### config.mk
export PLATFORM = sky130hd
export DESIGN_NAME = bounded_packet_fifo_dedup_count_unit
export DESIGN_NICKNAME = d
export VERILOG_FILES = /design/src/hdl/bpfd_pkg.sv /design/src/hdl/bpfd_dpath.sv /design/src/hdl/bpfd_ctrl.sv /design/src/hdl/bounded_packet_fifo_dedup_count_unit.sv
export SDC_FILE = /design/constraint.sdc
export NUM_CORES = 2
export LEC_CHECK = 0
export ABC_AREA = 1
export ABC_CLOCK_PERIOD_IN_PS = 15100
export BUFFER_PORTS_ARGS = -buffer_cell sky130_fd_sc_hd__buf_2
export CORE_AREA = 2 2 763 765
export CTS_CLUSTER_DIAMETER = 150
export CTS_CLUSTER_SIZE = 40
export DETAILED_ROUTE_END_ITERATION = 10
export DIE_AREA = 0 0 765 767
export SETUP_SLACK_MARGIN = 0.5
export SLEW_MARGIN = 20
export SYNTH_ARGS = -nofsm -noshare
export SYNTH_HDL_FRONTEND = slang
export SYNTH_SLANG_ARGS = --single-unit
### constraint.sdc
create_clock -name clk_i -period 15.1 [get_ports clk_i]
set_input_delay 1.51 -clock clk_i [delete_from_list [all_inputs] [get_ports clk_i]]
set_output_delay 1.51 -clock clk_i [all_outputs]
set_load 0.03 [all_outputs]
### src/hdl/bpfd_pkg.sv
package bpfd_pkg;

  localparam int unsigned OP_W      = 2;
  localparam int unsigned SRC_W     = 16;
  localparam int unsigned DST_W     = 16;
  localparam int unsigned TS_W      = 30;
  localparam int unsigned LIMIT_W   = 7;
  localparam int unsigned MCOUNT_W  = 7;

  localparam logic [LIMIT_W-1:0] LIMIT_RESET = 7'd64;

  // Operation codes
  localparam logic [OP_W-1:0] OP_ADD   = 2'd0;
  localparam logic [OP_W-1:0] OP_FWD   = 2'd1;
  localparam logic [OP_W-1:0] OP_COUNT = 2'd2;

  typedef struct packed {
    logic [OP_W-1:0]  operation;
    logic [SRC_W-1:0] source;
    logic [DST_W-1:0] destination;
    logic [TS_W-1:0]  timestamp;
    logic [TS_W-1:0]  start_time;
    logic [TS_W-1:0]  end_time;
  } in_t;

  typedef struct packed {
    logic                ok;
    logic [SRC_W-1:0]    out_source;
    logic [DST_W-1:0]    out_destination;
    logic [TS_W-1:0]     out_timestamp;
    logic [MCOUNT_W-1:0] match_count;
  } out_t;

  typedef struct packed {
    logic [SRC_W-1:0] source;
    logic [DST_W-1:0] destination;
    logic [TS_W-1:0]  timestamp;
  } entry_t;

  // Controller to datapath
  typedef struct packed {
    logic capture;     // latch request, rewind scan to head
    logic scan_issue;  // read entry at scan pointer, advance
    logic commit;      // write new entry at tail, drop oldest at the limit
    logic load_out;    // load result register
    logic pop;         // drop oldest entry after forward
  } cmd_t;

  // Datapath to controller
  typedef struct packed {
    logic [OP_W-1:0] op;
    logic            scan_more;
    logic            occ_nz;
    logic            dup;
  } status_t;

endpackage

### src/hdl/bpfd_dpath.sv
module bpfd_dpath #(
  parameter int unsigned DEPTH = 64
) (
  input  logic                          clk_i,
  input  logic                          rst_ni,
  input  logic                          cfg_we_i,
  input  logic [bpfd_pkg::LIMIT_W-1:0]  cfg_data_i,
  input  bpfd_pkg::in_t                 in_data_i,
  input  bpfd_pkg::cmd_t                cmd_i,
  output bpfd_pkg::status_t             status_o,
  output bpfd_pkg::out_t                out_data_o
);

  localparam int unsigned PTR_W = $clog2(DEPTH);
  localparam int unsigned OCC_W = $clog2(DEPTH + 1);
  localparam int unsigned CMP_W =
    ((OCC_W > bpfd_pkg::LIMIT_W) ? OCC_W : bpfd_pkg::LIMIT_W) + 1;

  logic [bpfd_pkg::LIMIT_W-1:0] limit_q;
  bpfd_pkg::in_t                req_q;
  logic [PTR_W-1:0]             head_q, tail_q, scan_ptr_q;
  logic [OCC_W-1:0]             occ_q, scan_cnt_q, match_q;
  logic                         dup_q, rd_vld_q;
  bpfd_pkg::entry_t             rd_data_q;
  bpfd_pkg::out_t               out_q, out_d;

  bpfd_pkg::entry_t             mem [DEPTH];

  logic [CMP_W-1:0]             lim_ext, depth_ext, occ_ext, eff_limit;
  logic                         drop;
  logic                         hit_dup, hit_cnt;
  bpfd_pkg::entry_t             entry_new;
  logic [OCC_W+bpfd_pkg::MCOUNT_W-1:0] match_ext;

  function automatic logic [PTR_W-1:0] next_ptr(input logic [PTR_W-1:0] p);
    next_ptr = (p == PTR_W'(DEPTH - 1)) ? '0 : p + 1'b1;
  endfunction

  // Effective limit: zero acts as one, clip at the store depth
  assign lim_ext   = CMP_W'(limit_q);
  assign depth_ext = CMP_W'(DEPTH);
  assign occ_ext   = CMP_W'(occ_q);
  always_comb begin
    if (limit_q == '0) begin
      eff_limit = CMP_W'(1);
    end else if (lim_ext > depth_ext) begin
      eff_limit = depth_ext;
    end else begin
      eff_limit = lim_ext;
    end
  end
  assign drop = (occ_ext >= eff_limit) || (occ_ext >= depth_ext);

  assign entry_new.source      = req_q.source;
  assign entry_new.destination = req_q.destination;
  assign entry_new.timestamp   = req_q.timestamp;

  assign hit_dup = rd_vld_q && (rd_data_q == entry_new);
  assign hit_cnt = rd_vld_q && (rd_data_q.destination == req_q.destination) &&
                   (rd_data_q.timestamp >= req_q.start_time) &&
                   (rd_data_q.timestamp <= req_q.end_time);

  always_ff @(posedge clk_i or negedge rst_ni) begin
    if (!rst_ni) begin
      limit_q <= bpfd_pkg::LIMIT_RESET;
    end else if (cfg_we_i) begin
      limit_q <= cfg_data_i;
    end
  end

  always_ff @(posedge clk_i) begin
    if (cmd_i.capture) begin
      req_q <= in_data_i;
    end
  end

  // Entry store, one write and one registered read port
  always_ff @(posedge clk_i) begin
    if (cmd_i.commit) begin
      mem[tail_q] <= entry_new;
    end
    if (cmd_i.scan_issue) begin
      rd_data_q <= mem[scan_ptr_q];
    end
  end

  always_ff @(posedge clk_i or negedge rst_ni) begin
    if (!rst_ni) begin
      head_q     <= '0;
      tail_q     <= '0;
      occ_q      <= '0;
      scan_ptr_q <= '0;
      scan_cnt_q <= '0;
      rd_vld_q   <= 1'b0;
      dup_q      <= 1'b0;
      match_q    <= '0;
    end else begin
      rd_vld_q <= cmd_i.scan_issue;

      if (cmd_i.capture) begin
        scan_ptr_q <= head_q;
        scan_cnt_q <= '0;
      end else if (cmd_i.scan_issue) begin
        scan_ptr_q <= next_ptr(scan_ptr_q);
        scan_cnt_q <= scan_cnt_q + 1'b1;
      end

      if (cmd_i.capture) begin
        dup_q   <= 1'b0;
        match_q <= '0;
      end else begin
        dup_q   <= dup_q | hit_dup;
        match_q <= match_q + OCC_W'(hit_cnt);
      end

      if (cmd_i.commit) begin
        tail_q <= next_ptr(tail_q);
        if (drop) begin
          head_q <= next_ptr(head_q);
        end else begin
          occ_q <= occ_q + 1'b1;
        end
      end else if (cmd_i.pop) begin
        head_q <= next_ptr(head_q);
        occ_q  <= occ_q - 1'b1;
      end
    end
  end

  assign match_ext = {{bpfd_pkg::MCOUNT_W{1'b0}}, match_q};

  always_comb begin
    out_d = '0;
    unique case (req_q.operation)
      bpfd_pkg::OP_ADD: begin
        out_d.ok = !dup_q;
      end
      bpfd_pkg::OP_FWD: begin
        if (occ_q != '0) begin
          out_d.ok              = 1'b1;
          out_d.out_source      = rd_data_q.source;
          out_d.out_destination = rd_data_q.destination;
          out_d.out_timestamp   = rd_data_q.timestamp;
        end
      end
      bpfd_pkg::OP_COUNT: begin
        out_d.match_count = match_ext[bpfd_pkg::MCOUNT_W-1:0];
      end
      default: begin
      end
    endcase
  end

  always_ff @(posedge clk_i) begin
    if (cmd_i.load_out) begin
      out_q <= out_d;
    end
  end

  assign out_data_o = out_q;

  assign status_o.op        = req_q.operation;
  assign status_o.scan_more = (scan_cnt_q < occ_q);
  assign status_o.occ_nz    = (occ_q != '0);
  assign status_o.dup       = dup_q;

endmodule

### src/hdl/bpfd_ctrl.sv
module bpfd_ctrl (
  input  logic              clk_i,
  input  logic              rst_ni,
  input  logic              in_valid_i,
  output logic              in_ready_o,
  output logic              out_valid_o,
  input  logic              out_ready_i,
  input  bpfd_pkg::status_t status_i,
  output bpfd_pkg::cmd_t    cmd_o
);

  localparam logic [2:0] ST_IDLE   = 3'd0;
  localparam logic [2:0] ST_SCAN   = 3'd1;
  localparam logic [2:0] ST_COMMIT = 3'd2;
  localparam logic [2:0] ST_FIN    = 3'd3;

  logic [2:0] state_q, state_d;
  logic       out_valid_q, out_valid_d;

  always_comb begin
    state_d     = state_q;
    out_valid_d = out_valid_q && !out_ready_i;
    cmd_o       = '0;
    in_ready_o  = 1'b0;
    unique case (state_q)
      ST_IDLE: begin
        in_ready_o = 1'b1;
        if (in_valid_i) begin
          cmd_o.capture = 1'b1;
          state_d       = ST_SCAN;
        end
      end
      ST_SCAN: begin
        unique case (status_i.op)
          bpfd_pkg::OP_ADD, bpfd_pkg::OP_COUNT: begin
            if (status_i.scan_more) begin
              cmd_o.scan_issue = 1'b1;
            end else if (status_i.op == bpfd_pkg::OP_ADD) begin
              state_d = ST_COMMIT;
            end else begin
              state_d = ST_FIN;
            end
          end
          bpfd_pkg::OP_FWD: begin
            // read the head entry, data lands for the result stage
            cmd_o.scan_issue = status_i.occ_nz;
            state_d          = ST_FIN;
          end
          default: begin
            state_d = ST_FIN;
          end
        endcase
      end
      ST_COMMIT: begin
        cmd_o.commit = !status_i.dup;
        state_d      = ST_FIN;
      end
      ST_FIN: begin
        if (!out_valid_q || out_ready_i) begin
          cmd_o.load_out = 1'b1;
          cmd_o.pop      = (status_i.op == bpfd_pkg::OP_FWD) && status_i.occ_nz;
          out_valid_d    = 1'b1;
          state_d        = ST_IDLE;
        end
      end
      default: begin
        state_d = ST_IDLE;
      end
    endcase
  end

  always_ff @(posedge clk_i or negedge rst_ni) begin
    if (!rst_ni) begin
      state_q     <= ST_IDLE;
      out_valid_q <= 1'b0;
    end else begin
      state_q     <= state_d;
      out_valid_q <= out_valid_d;
    end
  end

  assign out_valid_o = out_valid_q;

endmodule

### src/hdl/bounded_packet_fifo_dedup_count_unit.sv
// Channel   Signals                               Dir  Payload
// input     in_valid_i / in_ready_o / in_data_i   in   bpfd_pkg::in_t
// output    out_valid_o / out_ready_i / out_data_o out bpfd_pkg::out_t
// config    cfg_we_i / cfg_data_i                 in   memory_limit, 7 bits
//
// One item at a time. An add or count scans every stored entry through the
// single read port of the entry store, one entry a cycle; an add then has a
// commit step for the write, and a forward reads only the head entry. Reset
// clears pointers and occupancy and sets the limit to 64; the store itself is
// not cleared. A new item is taken while the previous result still waits in
// the output register.
module bounded_packet_fifo_dedup_count_unit #(
  parameter int unsigned DEPTH = 64
) (
  input  logic                          clk_i,
  input  logic                          rst_ni,
  input  logic                          in_valid_i,
  output logic                          in_ready_o,
  input  bpfd_pkg::in_t                 in_data_i,
  output logic                          out_valid_o,
  input  logic                          out_ready_i,
  output bpfd_pkg::out_t                out_data_o,
  input  logic                          cfg_we_i,
  input  logic [bpfd_pkg::LIMIT_W-1:0]  cfg_data_i
);

  bpfd_pkg::cmd_t    cmd;
  bpfd_pkg::status_t status;

  // Sequence capture, scan, commit and result load
  bpfd_ctrl u_ctrl (
    .clk_i       (clk_i),
    .rst_ni      (rst_ni),
    .in_valid_i  (in_valid_i),
    .in_ready_o  (in_ready_o),
    .out_valid_o (out_valid_o),
    .out_ready_i (out_ready_i),
    .status_i    (status),
    .cmd_o       (cmd)
  );

  // Hold the entry store, pointers, compare logic and result register
  bpfd_dpath #(
    .DEPTH (DEPTH)
  ) u_dpath (
    .clk_i      (clk_i),
    .rst_ni     (rst_ni),
    .cfg_we_i   (cfg_we_i),
    .cfg_data_i (cfg_data_i),
    .in_data_i  (in_data_i),
    .cmd_i      (cmd),
    .status_o   (status),
    .out_data_o (out_data_o)
  );

  // Accepting an item closes the input until its result is loaded
  a_busy_after_accept: assert property (@(posedge clk_i) disable iff (!rst_ni)
    in_valid_i && in_ready_o |=> !in_ready_o)
    else $error("input ready right after accept");

  // Never overwrite a result that has not been taken
  a_load_slot_free: assert property (@(posedge clk_i) disable iff (!rst_ni)
    cmd.load_out |-> (!out_valid_o || out_ready_i))
    else $error("result register overwritten");

  // Only a non-duplicate add writes the store
  a_commit_add: assert property (@(posedge clk_i) disable iff (!rst_ni)
    cmd.commit |-> (status.op == bpfd_pkg::OP_ADD) && !status.dup)
    else $error("store written on wrong operation");

  // Reads stay within the occupied entries
  a_scan_bound: assert property (@(posedge clk_i) disable iff (!rst_ni)
    cmd.scan_issue |-> status.scan_more)
    else $error("scan read past occupancy");

endmodule

==> impl_results.md <==
* Final hold violations at 0
* Skew-Pair Late Insertion Delay at 1.02 ns
* Hold Path Origin: u_dpath.limit_q[1]
* Final min period at between 5 and 6 ns
* Post-synthesis xor/xnor area fraction at less than 1%
* EDFF count, synth at about 4200
* #FFs+latches synth at 4275
* Fillers at 57200
* Max-slew violation count at 0
* Net count, final at 14100
* Via Count at 113000
* I/O pin cnt at around 210
* Hold-fix buffers, CTS at 0
* Post-layout util at 32.0%
* Worst rel slew slack at 18.2%
* Peak Freq at ~180 MHz
* Skew final at 0.0841 ns
* First-pass GRT wire length at 778000 um
* Htree depth at 3
* Vias per cell at 5.22
* Finished Cell Area at 0.185 sq mm
* Area grow syn2layout at 7.17%
* DRT Pass-1 Iters at 9
* Resize count post-CTS at 0
* Status: completed
* Die Ht at ~770 um
* Mux cell area share after synthesis at 0.0261%
* Mapped Avg Cell Area at 12.3 sq um
* Clk buf depth at 4
* Simple-Gate Fraction of Synth Area at a little over a fifth
* Compound-Gate Fraction of Synth Area at less than 1%
* CP Launch Type: flop
* Critical path data required time at 15.99 ns
* Mapped Area at between 0.15 and 0.2 sq mm
* Largest net degree at the start of global routing at between 200 and 250
* Final Setup Violations at 0
* Fraction of layout cells with a size suffix above 1 at under 10%
* Post-CTS setup buffers at 0
* Clock sinks at 4275
* CP startpoint: u_dpath.scan_ptr_q[0]
* Tot GR Track Use at approximately 18%
* Total grt overflow at 0
* Number of global-route vias before repair at 103000
* PortBufs at about 210
* Post-synth top area share at 73.4%
* Ys flop type: edfxtp_1
* Antenna violations before repair at 51
* Total wire length at around 550000 um
* Maxcap violations at 0
* Drt wl/cell at 25.6 um
* HP Class: reg -> reg
* Count of cell types in the netlist at 38
* Cell row count at 280
* Crit. End Element: flop
* Placed cell areas at 0.182 sq mm
* Total CTS buffers at about 120
* DRC errors left at 0
* Max VDD drop at 0.000199 V
* Gp weighted congestion at 0.823
* Mapped Cells at between 10000 and 15000
* Worst Path Max Fanout at 85
* Initial Util at between 20% and 30%
* Synth Area in Adders at 0.649%
* Setup TNS at 0 ns
* Syn_nets at ~14000
* Reg-to-reg startpoint: u_dpath.scan_ptr_q[0]
* Area leader, netlist: edfxtp_1
* CTS tree: built
* Antenna Nets Post-Route at 0
* Clk pin slew, worst setup/hold paths at approximately 0.15 ns
* DIE WIDTH at roughly 770 um
* Crit path DAT at between 6 and 7 ns
* Die ar. at 0.587 sq mm
* Root buf cell: clkbuf_16
* RSZ-0062 raised after global routing: no
* Register area share after synthesis at between 70% and 80%
* DP HPWL at 296000 um
* Ranking of synthesized cells by area: edfxtp_1 (73%), nand3_1 (11%), nand2_1 (9.3%)
* Core area at 0.579 sq mm
* Synth async-reset ratio at 1.19%
* Pwr Density at 160 mW/mm^2
* YS warnings at 0
* Largest family of logic cells by synthesized area: simple AND/OR/NAND/NOR gates
* Initial drt markers at 17600
* Kind of critical path: reg -> reg
* Final period utilization at 36.9%
* Worst-Margin Slew at 1.23 ns
* Leak pwr at 62.8 nW
## synthesized netlist by cell type, drive strengths merged (34+ instances only)
cell	instances
clkbuf	149
ha	88
and2	61
edfxtp	4224
buf	733
nor2	215
dfrtp	50
o21ai	34
nand2	4279
a21oi	47
inv	230
nand3	3879
## through the flow
step                      instances  worst slack (ns)  hold slack [ns]  power, mW
final                         21700              9.52            0.554       29.6
after global routing          21700              9.24            0.577       31.0
after CTS                     21700              9.67            0.564       29.6
after detailed placement      21500              9.66            0.530       24.8
after floorplan               14100              9.20            0.492       21.5
after global placement        21500              9.58            0.517       24.7
## critical path: stages, from the launching register on
cell	delay, ns
dfrtp_4	0.84
buf_4	0.83
buf_4	0.89
buf_4	0.60
buf_4	0.59
buf_4	0.67
nand2_1	0.11
nand3_1	0.12
nand3_1	0.11
nand2_1	0.11
nand2_1	0.05
nand2_1	0.08
nand2_1	0.06
nand3_1	0.09
and2_1	0.14
## cell families (layout without fill, tap and decap cells)
group	after synthesis	in the layout
flops	4275	4275
simple gates	8478	8478
fa+ha+maj	89	89
xor+xnor	33	33
buf+inv	1115	913
mux	4	4
other cells	0	9
compound gates	104	104
## worst paths after layout
| kind | cells past startpoint | slack [ns] | to |
|---|---|---|---|
| max | 14 | 9.52 | u_dpath.rd_data_q[9] |
| max reg2reg | 14 | 9.52 | u_dpath.rd_data_q[9] |
| min in group asynchronous | 2 | 0.72 | u_dpath.occ_q[5] |
| min | 2 | 0.55 | u_dpath.limit_q[1] |
| min reg2reg | 2 | 0.55 | u_dpath.limit_q[1] |
| max in group asynchronous | 2 | 13.76 | u_dpath.scan_ptr_q[4] |
## power breakdown
group	switching [mW]	leakage (nW)	total [mW]	internal [mW]
sequential	0.512	38.7	14.5	14.0
clock	3.44	1.60	4.96	1.52
combinational	7.57	22.5	10.2	2.62
total	11.5	62.8	29.6	18.1
## final cells by class
type                            instances  area (sq um)  area share (%)
Clock inverter                          7           106          0.0574
Multi-Input combinational cell       8708         39500            21.3
Timing Repair Buffer                  528          3680            1.99
Tap cell                             7755          9700            5.24
Clock buffer                          145          3180            1.72
Antenna cell                            9          22.5          0.0122
Sequential cell                      4275        128000            69.2
Inverter                              233           935           0.505
## cells in the final DEF (no fill, tap or decap), drive strengths merged, types with 13 or more instances in the layout
cell type,n
buf,528
o21ai,34
dfrtp,50
nand3,3879
and2,61
nand4,23
clkbuf,145
inv,235
nor2,215
nor3,13
edfxtp,4224
a21oi,47
ha,88
xor2,21
nand2,4279
## layer usage
metal	up-vias	GRT usage (%)	wire length (um)
met3	847	3.02	62000
li1	49300	-	-
met5	-	0	115
met2	6258	27.7	246000
met1	56700	25.9	225000
met4	12	5.93	21200
## sequential cells by signal, summed over array words and instances, names as in the netlist, 2 cells and up
signal,count
u_dpath.scan_cnt_q,7
u_dpath.rd_data_q,62
u_dpath.tail_q,6
u_dpath.req_q,60
u_dpath.match_q,7
u_dpath.occ_q,7
u_dpath.status_o,2
u_dpath.mem,3968
u_ctrl.state_q,2
u_dpath.scan_ptr_q,6
u_dpath.head_q,6
u_dpath.limit_q,7
u_dpath.entry_new,62
u_dpath.out_data_o,70
Note: power is estimated with default switching activity, not from simulation.
